File: src/rtl/rsd_pkg.sv
package rsd_pkg;

  localparam int unsigned Lanes = 4;
  localparam int unsigned LaneW = $clog2(Lanes);

  typedef struct packed {
    logic [31:0] wall_sample;
    logic [31:0] cpu_sample;
    logic [31:0] user_sample;
    logic [31:0] system_sample;
  } in_word_t;

  typedef struct packed {
    logic [31:0] wall_deviation;
    logic [31:0] cpu_deviation;
    logic [31:0] user_deviation;
    logic [31:0] system_deviation;
    logic [31:0] samples_seen;
    logic        overflow_flag;
  } out_word_t;

  // One job handed from the front to the back: updated sums, count and saturation flag.
  typedef struct packed {
    logic [Lanes-1:0][63:0] sums;
    logic [31:0]            count;
    logic                   sat;
  } job_t;

  typedef enum logic [1:0] {
    CfgMeanWall   = 2'd0,
    CfgMeanCpu    = 2'd1,
    CfgMeanUser   = 2'd2,
    CfgMeanSystem = 2'd3
  } cfg_idx_e;

endpackage

File: src/rtl/running_std_deviation.sv
// Channel   Direction  Handshake             Word
// in        input      in_valid_i/in_stall_o  four 32-bit samples
// out       output     out_valid_o/out_stall_i four deviations, count, flag
// cfg       input      cfg_valid_i/cfg_ready_o index and 32-bit mean
// The front takes a word and accumulates one lane a cycle.
// The back works the lanes in turn on one shared bit-serial divide and
// square root, taking no new job until its word is out; this sets the rate.
// A two-entry queue parts front and back; the result sits in an output register.
// Reset clears sums, count, flag and means; no clearing pass is needed.
module running_std_deviation (
  input  logic               clk_i,
  input  logic               rst_ni,
  input  logic               in_valid_i,
  output logic               in_stall_o,
  input  rsd_pkg::in_word_t  in_data_i,
  output logic               out_valid_o,
  input  logic               out_stall_i,
  output rsd_pkg::out_word_t out_data_o,
  input  logic               cfg_valid_i,
  output logic               cfg_ready_o,
  input  logic [1:0]         cfg_index_i,
  input  logic [31:0]        cfg_data_i
);
  import rsd_pkg::*;

  job_t f_job, b_job;
  logic f_valid, f_ready, b_valid, b_ready;

  rsd_front u_front (
    .clk_i, .rst_ni, .in_valid_i, .in_stall_o, .in_data_i,
    .cfg_valid_i, .cfg_ready_o, .cfg_index_i, .cfg_data_i,
    .job_valid_o(f_valid), .job_ready_i(f_ready), .job_o(f_job)
  );

  rsd_queue u_queue (
    .clk_i, .rst_ni,
    .wr_valid_i(f_valid), .wr_ready_o(f_ready), .wr_data_i(f_job),
    .rd_valid_o(b_valid), .rd_ready_i(b_ready), .rd_data_o(b_job)
  );

  rsd_back u_back (
    .clk_i, .rst_ni,
    .job_valid_i(b_valid), .job_ready_o(b_ready), .job_i(b_job),
    .out_valid_o, .out_stall_i, .out_data_o
  );

endmodule

File: src/rtl/rsd_front.sv
module rsd_front (
  input  logic             clk_i,
  input  logic             rst_ni,
  input  logic             in_valid_i,
  output logic             in_stall_o,
  input  rsd_pkg::in_word_t in_data_i,
  input  logic             cfg_valid_i,
  output logic             cfg_ready_o,
  input  logic [1:0]       cfg_index_i,
  input  logic [31:0]      cfg_data_i,
  output logic             job_valid_o,
  input  logic             job_ready_i,
  output rsd_pkg::job_t    job_o
);
  import rsd_pkg::*;

  typedef enum logic [2:0] {
    FIdle = 3'b001,
    FLane = 3'b010,
    FPush = 3'b100
  } fstate_e;

  fstate_e            state_q, state_d;
  logic [31:0]        mean_q [Lanes];
  logic [Lanes-1:0][63:0] sums_q;
  logic [31:0]        count_q;
  logic               sat_q;
  logic [LaneW-1:0]   lane_q;
  logic [Lanes-1:0][31:0] samp_q;
  logic [31:0]        diff;
  logic [63:0]        sq;
  logic [64:0]        add;

  assign cfg_ready_o = 1'b1;
  assign in_stall_o  = (state_q != FIdle);
  assign job_valid_o = (state_q == FPush);
  assign job_o.sums  = sums_q;
  assign job_o.count = count_q;
  assign job_o.sat   = sat_q;

  // Absolute difference and square for the lane in turn.
  always_comb begin
    diff = (samp_q[lane_q] >= mean_q[lane_q]) ? samp_q[lane_q] - mean_q[lane_q]
                                               : mean_q[lane_q] - samp_q[lane_q];
    sq   = diff * diff;
    add  = {1'b0, sums_q[lane_q]} + {1'b0, sq};
  end

  always_comb begin
    state_d = state_q;
    unique case (state_q)
      FIdle: if (in_valid_i) state_d = FLane;
      FLane: if (lane_q == LaneW'(Lanes - 1)) state_d = FPush;
      FPush: if (job_ready_i) state_d = FIdle;
      default: state_d = FIdle;
    endcase
  end

  // Mean registers take writes at any time.
  always_ff @(posedge clk_i or negedge rst_ni) begin
    if (!rst_ni) begin
      for (int k = 0; k < Lanes; k++) mean_q[k] <= '0;
    end else if (cfg_valid_i) begin
      unique case (cfg_idx_e'(cfg_index_i))
        CfgMeanWall:   mean_q[0] <= cfg_data_i;
        CfgMeanCpu:    mean_q[1] <= cfg_data_i;
        CfgMeanUser:   mean_q[2] <= cfg_data_i;
        CfgMeanSystem: mean_q[3] <= cfg_data_i;
        default: ;
      endcase
    end
  end

  // Accumulation: one lane a cycle.
  always_ff @(posedge clk_i or negedge rst_ni) begin
    if (!rst_ni) begin
      state_q <= FIdle;
      sums_q  <= '0;
      count_q <= '0;
      sat_q   <= 1'b0;
      lane_q  <= '0;
    end else begin
      state_q <= state_d;
      if (state_q == FIdle && in_valid_i) begin
        lane_q <= '0;
        if (count_q == '1) sat_q <= 1'b1;
        else count_q <= count_q + 32'd1;
      end else if (state_q == FLane) begin
        lane_q <= lane_q + LaneW'(1);
        if (add[64]) begin
          sums_q[lane_q] <= '1;
          sat_q          <= 1'b1;
        end else begin
          sums_q[lane_q] <= add[63:0];
        end
      end
    end
  end

  always_ff @(posedge clk_i) begin
    if (state_q == FIdle && in_valid_i) begin
      samp_q <= {in_data_i.system_sample, in_data_i.user_sample,
                 in_data_i.cpu_sample, in_data_i.wall_sample};
    end
  end

endmodule

File: src/rtl/rsd_queue.sv
module rsd_queue (
  input  logic          clk_i,
  input  logic          rst_ni,
  input  logic          wr_valid_i,
  output logic          wr_ready_o,
  input  rsd_pkg::job_t wr_data_i,
  output logic          rd_valid_o,
  input  logic          rd_ready_i,
  output rsd_pkg::job_t rd_data_o
);
  import rsd_pkg::*;

  // Two-entry queue of jobs.
  job_t       mem_q [2];
  logic       wp_q, rp_q;
  logic [1:0] cnt_q;
  logic       wr, rd;

  assign wr_ready_o = (cnt_q != 2'd2);
  assign rd_valid_o = (cnt_q != 2'd0);
  assign rd_data_o  = mem_q[rp_q];
  assign wr = wr_valid_i && wr_ready_o;
  assign rd = rd_valid_o && rd_ready_i;

  always_ff @(posedge clk_i or negedge rst_ni) begin
    if (!rst_ni) begin
      wp_q  <= 1'b0;
      rp_q  <= 1'b0;
      cnt_q <= '0;
    end else begin
      if (wr) wp_q <= ~wp_q;
      if (rd) rp_q <= ~rp_q;
      cnt_q <= cnt_q + {1'b0, wr} - {1'b0, rd};
    end
  end

  always_ff @(posedge clk_i) begin
    if (wr) mem_q[wp_q] <= wr_data_i;
  end

endmodule

File: src/rtl/rsd_back.sv
module rsd_back (
  input  logic               clk_i,
  input  logic               rst_ni,
  input  logic               job_valid_i,
  output logic               job_ready_o,
  input  rsd_pkg::job_t      job_i,
  output logic               out_valid_o,
  input  logic               out_stall_i,
  output rsd_pkg::out_word_t out_data_o
);
  import rsd_pkg::*;

  typedef enum logic [3:0] {
    BIdle = 4'b0001,
    BDiv  = 4'b0010,
    BSqrt = 4'b0100,
    BOut  = 4'b1000
  } bstate_e;

  bstate_e              state_q;
  job_t                 job_q;
  logic [LaneW-1:0]     lane_q;
  logic [6:0]           step_q;
  logic [63:0]          quo_q;
  logic [32:0]          rem_q;
  logic [63:0]          rad_q;
  logic [31:0]          root_q;
  logic [33:0]          srem_q;
  logic [Lanes-1:0][31:0] dev_q;
  logic                 out_valid_q;
  logic [32:0]          rem_sh;
  logic [33:0]          srem_sh;
  logic [33:0]          trial;

  // One quotient bit or one root bit per cycle.
  always_comb begin
    rem_sh  = {rem_q[31:0], quo_q[63]};
    srem_sh = {srem_q[31:0], rad_q[63:62]};
    trial   = {root_q, 2'b01};
  end

  assign job_ready_o = (state_q == BIdle);
  assign out_valid_o = out_valid_q;

  always_ff @(posedge clk_i or negedge rst_ni) begin
    if (!rst_ni) begin
      state_q     <= BIdle;
      out_valid_q <= 1'b0;
      lane_q      <= '0;
      step_q      <= '0;
    end else begin
      // A new word is loaded when the output register is free or being taken.
      if (state_q == BOut && (!out_valid_q || !out_stall_i)) begin
        out_valid_q <= 1'b1;
      end else if (out_valid_q && !out_stall_i) begin
        out_valid_q <= 1'b0;
      end
      unique case (state_q)
        BIdle: if (job_valid_i) begin
          state_q <= BDiv;
          lane_q  <= '0;
          step_q  <= '0;
        end
        BDiv: begin
          if (step_q == 7'd63) begin
            step_q  <= '0;
            state_q <= BSqrt;
          end else begin
            step_q <= step_q + 7'd1;
          end
        end
        BSqrt: begin
          if (step_q == 7'd31) begin
            step_q <= '0;
            if (lane_q == LaneW'(Lanes - 1)) state_q <= BOut;
            else begin
              lane_q  <= lane_q + LaneW'(1);
              state_q <= BDiv;
            end
          end else begin
            step_q <= step_q + 7'd1;
          end
        end
        BOut: if (!out_valid_q || !out_stall_i) begin
          state_q <= BIdle;
        end
        default: state_q <= BIdle;
      endcase
    end
  end

  // Restoring divide then restoring square root, shared over the lanes.
  always_ff @(posedge clk_i) begin
    unique case (state_q)
      BIdle: if (job_valid_i) begin
        job_q <= job_i;
        quo_q <= job_i.sums[0];
        rem_q <= '0;
      end
      BDiv: begin
        if (rem_sh >= {1'b0, job_q.count}) begin
          rem_q <= rem_sh - {1'b0, job_q.count};
          quo_q <= {quo_q[62:0], 1'b1};
        end else begin
          rem_q <= rem_sh;
          quo_q <= {quo_q[62:0], 1'b0};
        end
        if (step_q == 7'd63) begin
          rad_q  <= {quo_q[62:0], rem_sh >= {1'b0, job_q.count}};
          root_q <= '0;
          srem_q <= '0;
        end
      end
      BSqrt: begin
        rad_q <= {rad_q[61:0], 2'b00};
        if (srem_sh >= trial) begin
          srem_q <= srem_sh - trial;
          root_q <= {root_q[30:0], 1'b1};
        end else begin
          srem_q <= srem_sh;
          root_q <= {root_q[30:0], 1'b0};
        end
        if (step_q == 7'd31) begin
          dev_q[lane_q] <= {root_q[30:0], srem_sh >= trial};
          if (lane_q != LaneW'(Lanes - 1)) begin
            quo_q <= job_q.sums[lane_q + LaneW'(1)];
            rem_q <= '0;
          end
        end
      end
      BOut: if (!out_valid_q || !out_stall_i) begin
        out_data_o.wall_deviation   <= dev_q[0];
        out_data_o.cpu_deviation    <= dev_q[1];
        out_data_o.user_deviation   <= dev_q[2];
        out_data_o.system_deviation <= dev_q[3];
        out_data_o.samples_seen     <= job_q.count;
        out_data_o.overflow_flag    <= job_q.sat;
      end
      default: ;
    endcase
  end

endmodule

File: config.mk
export PLATFORM = sky130hd
export DESIGN_NAME = running_std_deviation
export DESIGN_NICKNAME = d
export VERILOG_FILES = /design/src/rtl/rsd_pkg.sv /design/src/rtl/running_std_deviation.sv /design/src/rtl/rsd_front.sv /design/src/rtl/rsd_queue.sv /design/src/rtl/rsd_back.sv
export SDC_FILE = /design/constraint.sdc
export NUM_CORES = 2
export LEC_CHECK = 0
export BUFFER_PORTS_ARGS = -buffer_cell sky130_fd_sc_hd__buf_2
export CAP_MARGIN = 10
export CORE_MARGIN = 2
export CORE_UTILIZATION = 55
export DETAILED_ROUTE_END_ITERATION = 12
export GPL_ROUTABILITY_DRIVEN = 0
export PLACE_DENSITY = 0.7
export SYNTH_ARGS = -nofsm -noshare
export SYNTH_HDL_FRONTEND = slang
export SYNTH_HIERARCHICAL = 1
export SYNTH_SLANG_ARGS = --single-unit
File: constraint.sdc
create_clock -name clk_i -period 31.4 [get_ports clk_i]
set_clock_uncertainty 0.2 [all_clocks]
set_input_delay 6.28 -clock clk_i [delete_from_list [all_inputs] [get_ports clk_i]]
set_output_delay 6.28 -clock clk_i [all_outputs]
set_load 0.03 [all_outputs]
==> impl_results.md <==
- Run status: complete, no violations
- Final #Nets: 10280
- Number of synthesized flops with an enable pin: between 1500 and 2000
- Prevailing post-synth register cell: edfxtp_1
- Clk pin slew, worst setup/hold paths: roughly 0.07 ns
- Type of origin of the critical path: flop
- Post-route ant nets: 0
- Design area: 122300 um^2
- FP Rows: approximately 170
- Final slew viol count: 0
- Setup TNS: 0 ns
- Final setup fails: 0
- Hold_sp: u_back/dev_q[48]
- Reg2reg end: u_front/job_o[44]
- Worst-path fanout max: 92
- Yosys warning count: 6
- Top cell type's share of synthesized area: about two fifths
- Peak Freq: ~56 MHz
- Relative slew slack: about a quarter
- R2R depth: 49
- CP Class: reg2reg
- Cell family with most CP delay: adder cells
- Post-CTS Setup Bufs: 0
- P&R area growth vs syn: 9.997%
- Starting density of the core: a little under three fifths
- CTS Buffer Depth: 3
- Post-synthesis sequential area ratio: about 51%
- Die ar.: slightly above 200000 um^2
- Final worst-path cycle share: 56.42%
- Remaining DRCs: 0
- Cell at the root of the clock tree: clkbuf_16
- Crit path buffers/inverters: 15
- Count leader, synth: edfxtp_1
- Pre-antenna DRT Iters: 6
- Drt initial violations: 6499
- Area leader, netlist: edfxtp_1
- Worst Path Required: around 32 ns
- Initial antenna violation count: 12
- Layout Utilization: 60.71%
- Via count: 66970
- First-pass GRT wire length: about 400 mm
- Hold Violations, Final: 0
- Mapped cell area: approximately 110000 um^2
- Reg-to-Reg Start: u_front/lane_q[0]
- Clk sink count: about 1900
- Number of fill cells: ~15000
- Number of synthesized register bits: ~2000
- Worst path slowest cell: clkinv_1
- DP Area: roughly 120000 um^2
- Vias in the first global route: about 70000
- Cells after Synth: about 8600
- Post-DP HPWL: between 150 and 200 mm
- Syn_area_per_cell: around 13 um^2
- Worst Tran Pin Value: 1.123 ns
- R2R setup slack: approximately 14 ns
- # resized after CTS: 0
- Slowest Stage Delay on Critical Path: 0.89 ns
- Via/cell ratio: between 5 and 6
- Cts hold-fix bufs: 0
- H-tree depth: 4
- Gr usage total: about 25%
- Max cap viols: 0
- Die height: roughly 450 um
- Worst setup EP type: flop
- CTS Buf Count: 189
- Hold Path Sink: u_back/out_data_o[113]
- Cell variety after synth: between 100 and 150
- CTS tree: yes
- Die width: roughly 450 um
- Routed len/inst: approximately 22 um
- Port bufs: between 300 and 400
- Main area contributors after synthesis: edfxtp_1 (41%), fa_1 (16%), dfrtp_1 (9.9%), inv_1 (4.5%), ha_1 (4.5%)
- Period minus WS final: 17.72 ns
- Post-synth ARST share: between 20% and 30%
- RSZ-0062 raised after global routing: no
- Arr. time, crit path: between 15 and 20 ns
- Ports: 331
- Hold depth: 0
- Syn nets: 10040
- Largest net degree at the start of global routing: 153
- Cell count along the critical path: 49
- Critical Path Most Common Cell: inv_1
- Commonest cells in the netlist: edfxtp_1 (1508), inv_1 (1343), fa_1 (875)
- Fraction of layout cells with a size suffix above 1: between 15 and 20%
- Area of the core: 201500 um^2
- WL final: between 200 and 300 mm
- Worst-Skew Late Latency: approximately 0.86 ns
- Worst hold path type: reg2reg
- Gr ovfl total: 0
-- through the flow --
stage,hold WS [ns],setup WS [ns],cells
global placement,0.2004,14.28,11320
finish,0.2129,13.68,11680
global route,0.2212,12.68,11680
detailed placement,0.2045,13.87,11320
floorplan,0.2003,16.62,8597
CTS,0.2141,13.79,11680
-- area by class of cell --
| class | count | area, um^2 | share of cell area [%] |
|---|---|---|---|
| Clock inverter | 115 | 1573 | 1.286 |
| Tap cell | 2672 | 3343 | 2.733 |
| Sequential cell | 1948 | 56310 | 46.03 |
| Multi-Input combinational cell | 4914 | 48430 | 39.59 |
| Antenna cell | 4 | 10.01 | 0.008182 |
| Timing Repair Buffer | 434 | 2520 | 2.060 |
| Inverter | 1353 | 5079 | 4.152 |
| Clock buffer | 243 | 5062 | 4.138 |
-- cells by family (layout without fill, tap and decap cells) --
group | after synthesis | in the layout | share of synthesized area, %
other cells | 1 | 5 | 0.003372
buf+inv | 1735 | 2145 | 6.099
simple gates | 1821 | 1821 | 6.883
flops | 1948 | 1948 | 50.62
xor+xnor | 191 | 191 | 1.558
fa+ha+maj | 1272 | 1272 | 20.22
compound gates | 964 | 964 | 5.642
mux | 665 | 665 | 8.977
-- cell usage in the layout, fill, tap and decap left out, types with 21 or more instances in the layout --
cell type / count
a21o_1: 110
edfxtp_1: 1508
a31oi_1: 258
o21ai_0: 91
a22oi_1: 66
mux4_2: 192
xor2_1: 68
bufinv_16: 26
a21oi_1: 240
o21bai_1: 27
nor3_1: 35
xnor2_1: 103
and3_1: 32
nand4_1: 46
buf_2: 328
nand2_1: 754
fa_1: 875
mux2_4: 102
nand2b_1: 22
clkinv_1: 26
mux2_2: 321
buf_4: 99
clkbuf_1: 41
mux2i_1: 49
o21a_1: 21
clkbuf_16: 189
clkinv_2: 28
ha_1: 396
nand3_1: 64
nor2b_1: 26
nor2_1: 730
dfrtp_1: 434
inv_1: 1343
-- layer usage --
layer	global-route usage, %	vias up	share of wire, %
met5	0	-	0.028
met4	8.809	12	3.7
met3	4.411	612	7.7
met2	42.06	2733	48
met1	34.32	33930	41
li1	-	29680	-
-- worst max-delay path by stage --
stage                                      end  slack [ns]               from
after floorplan           u_back/out_data_o[0]       16.62        out_stall_i
after global placement       u_front/job_o[40]       14.28  u_front/lane_q[0]
after detailed placement     u_front/job_o[44]       13.87  u_front/lane_q[0]
after CTS                    u_front/job_o[44]       13.79  u_front/lane_q[0]
after global routing         u_front/job_o[46]       12.68  u_front/lane_q[0]
final                        u_front/job_o[44]       13.68  u_front/lane_q[0]
-- sequential cells by signal (all words and copies together), names as in the netlist, 2 cells and up --
name and flops:
u_queue/mem_q 578, u_front/lane_q 2, u_front/count_q 32, u_back/lane_q 2, u_back/quo_q 64, u_queue/cnt_q 2
u_back/srem_q 32, u_back/root_q 32, u_back/rem_q 32, u_back/step_q 7, u_back/state_q 4, u_front/mean_q 128
u_back/out_data_o 161, u_back/rad_q 64, u_front/job_o 256, u_front/state_q 3, u_back/dev_q 128, u_front/samp_q 128
u_back/job_q 289
Power is not shown: default switching activity piles up to over one toggle a cycle in this logic, so the estimate is an artifact.
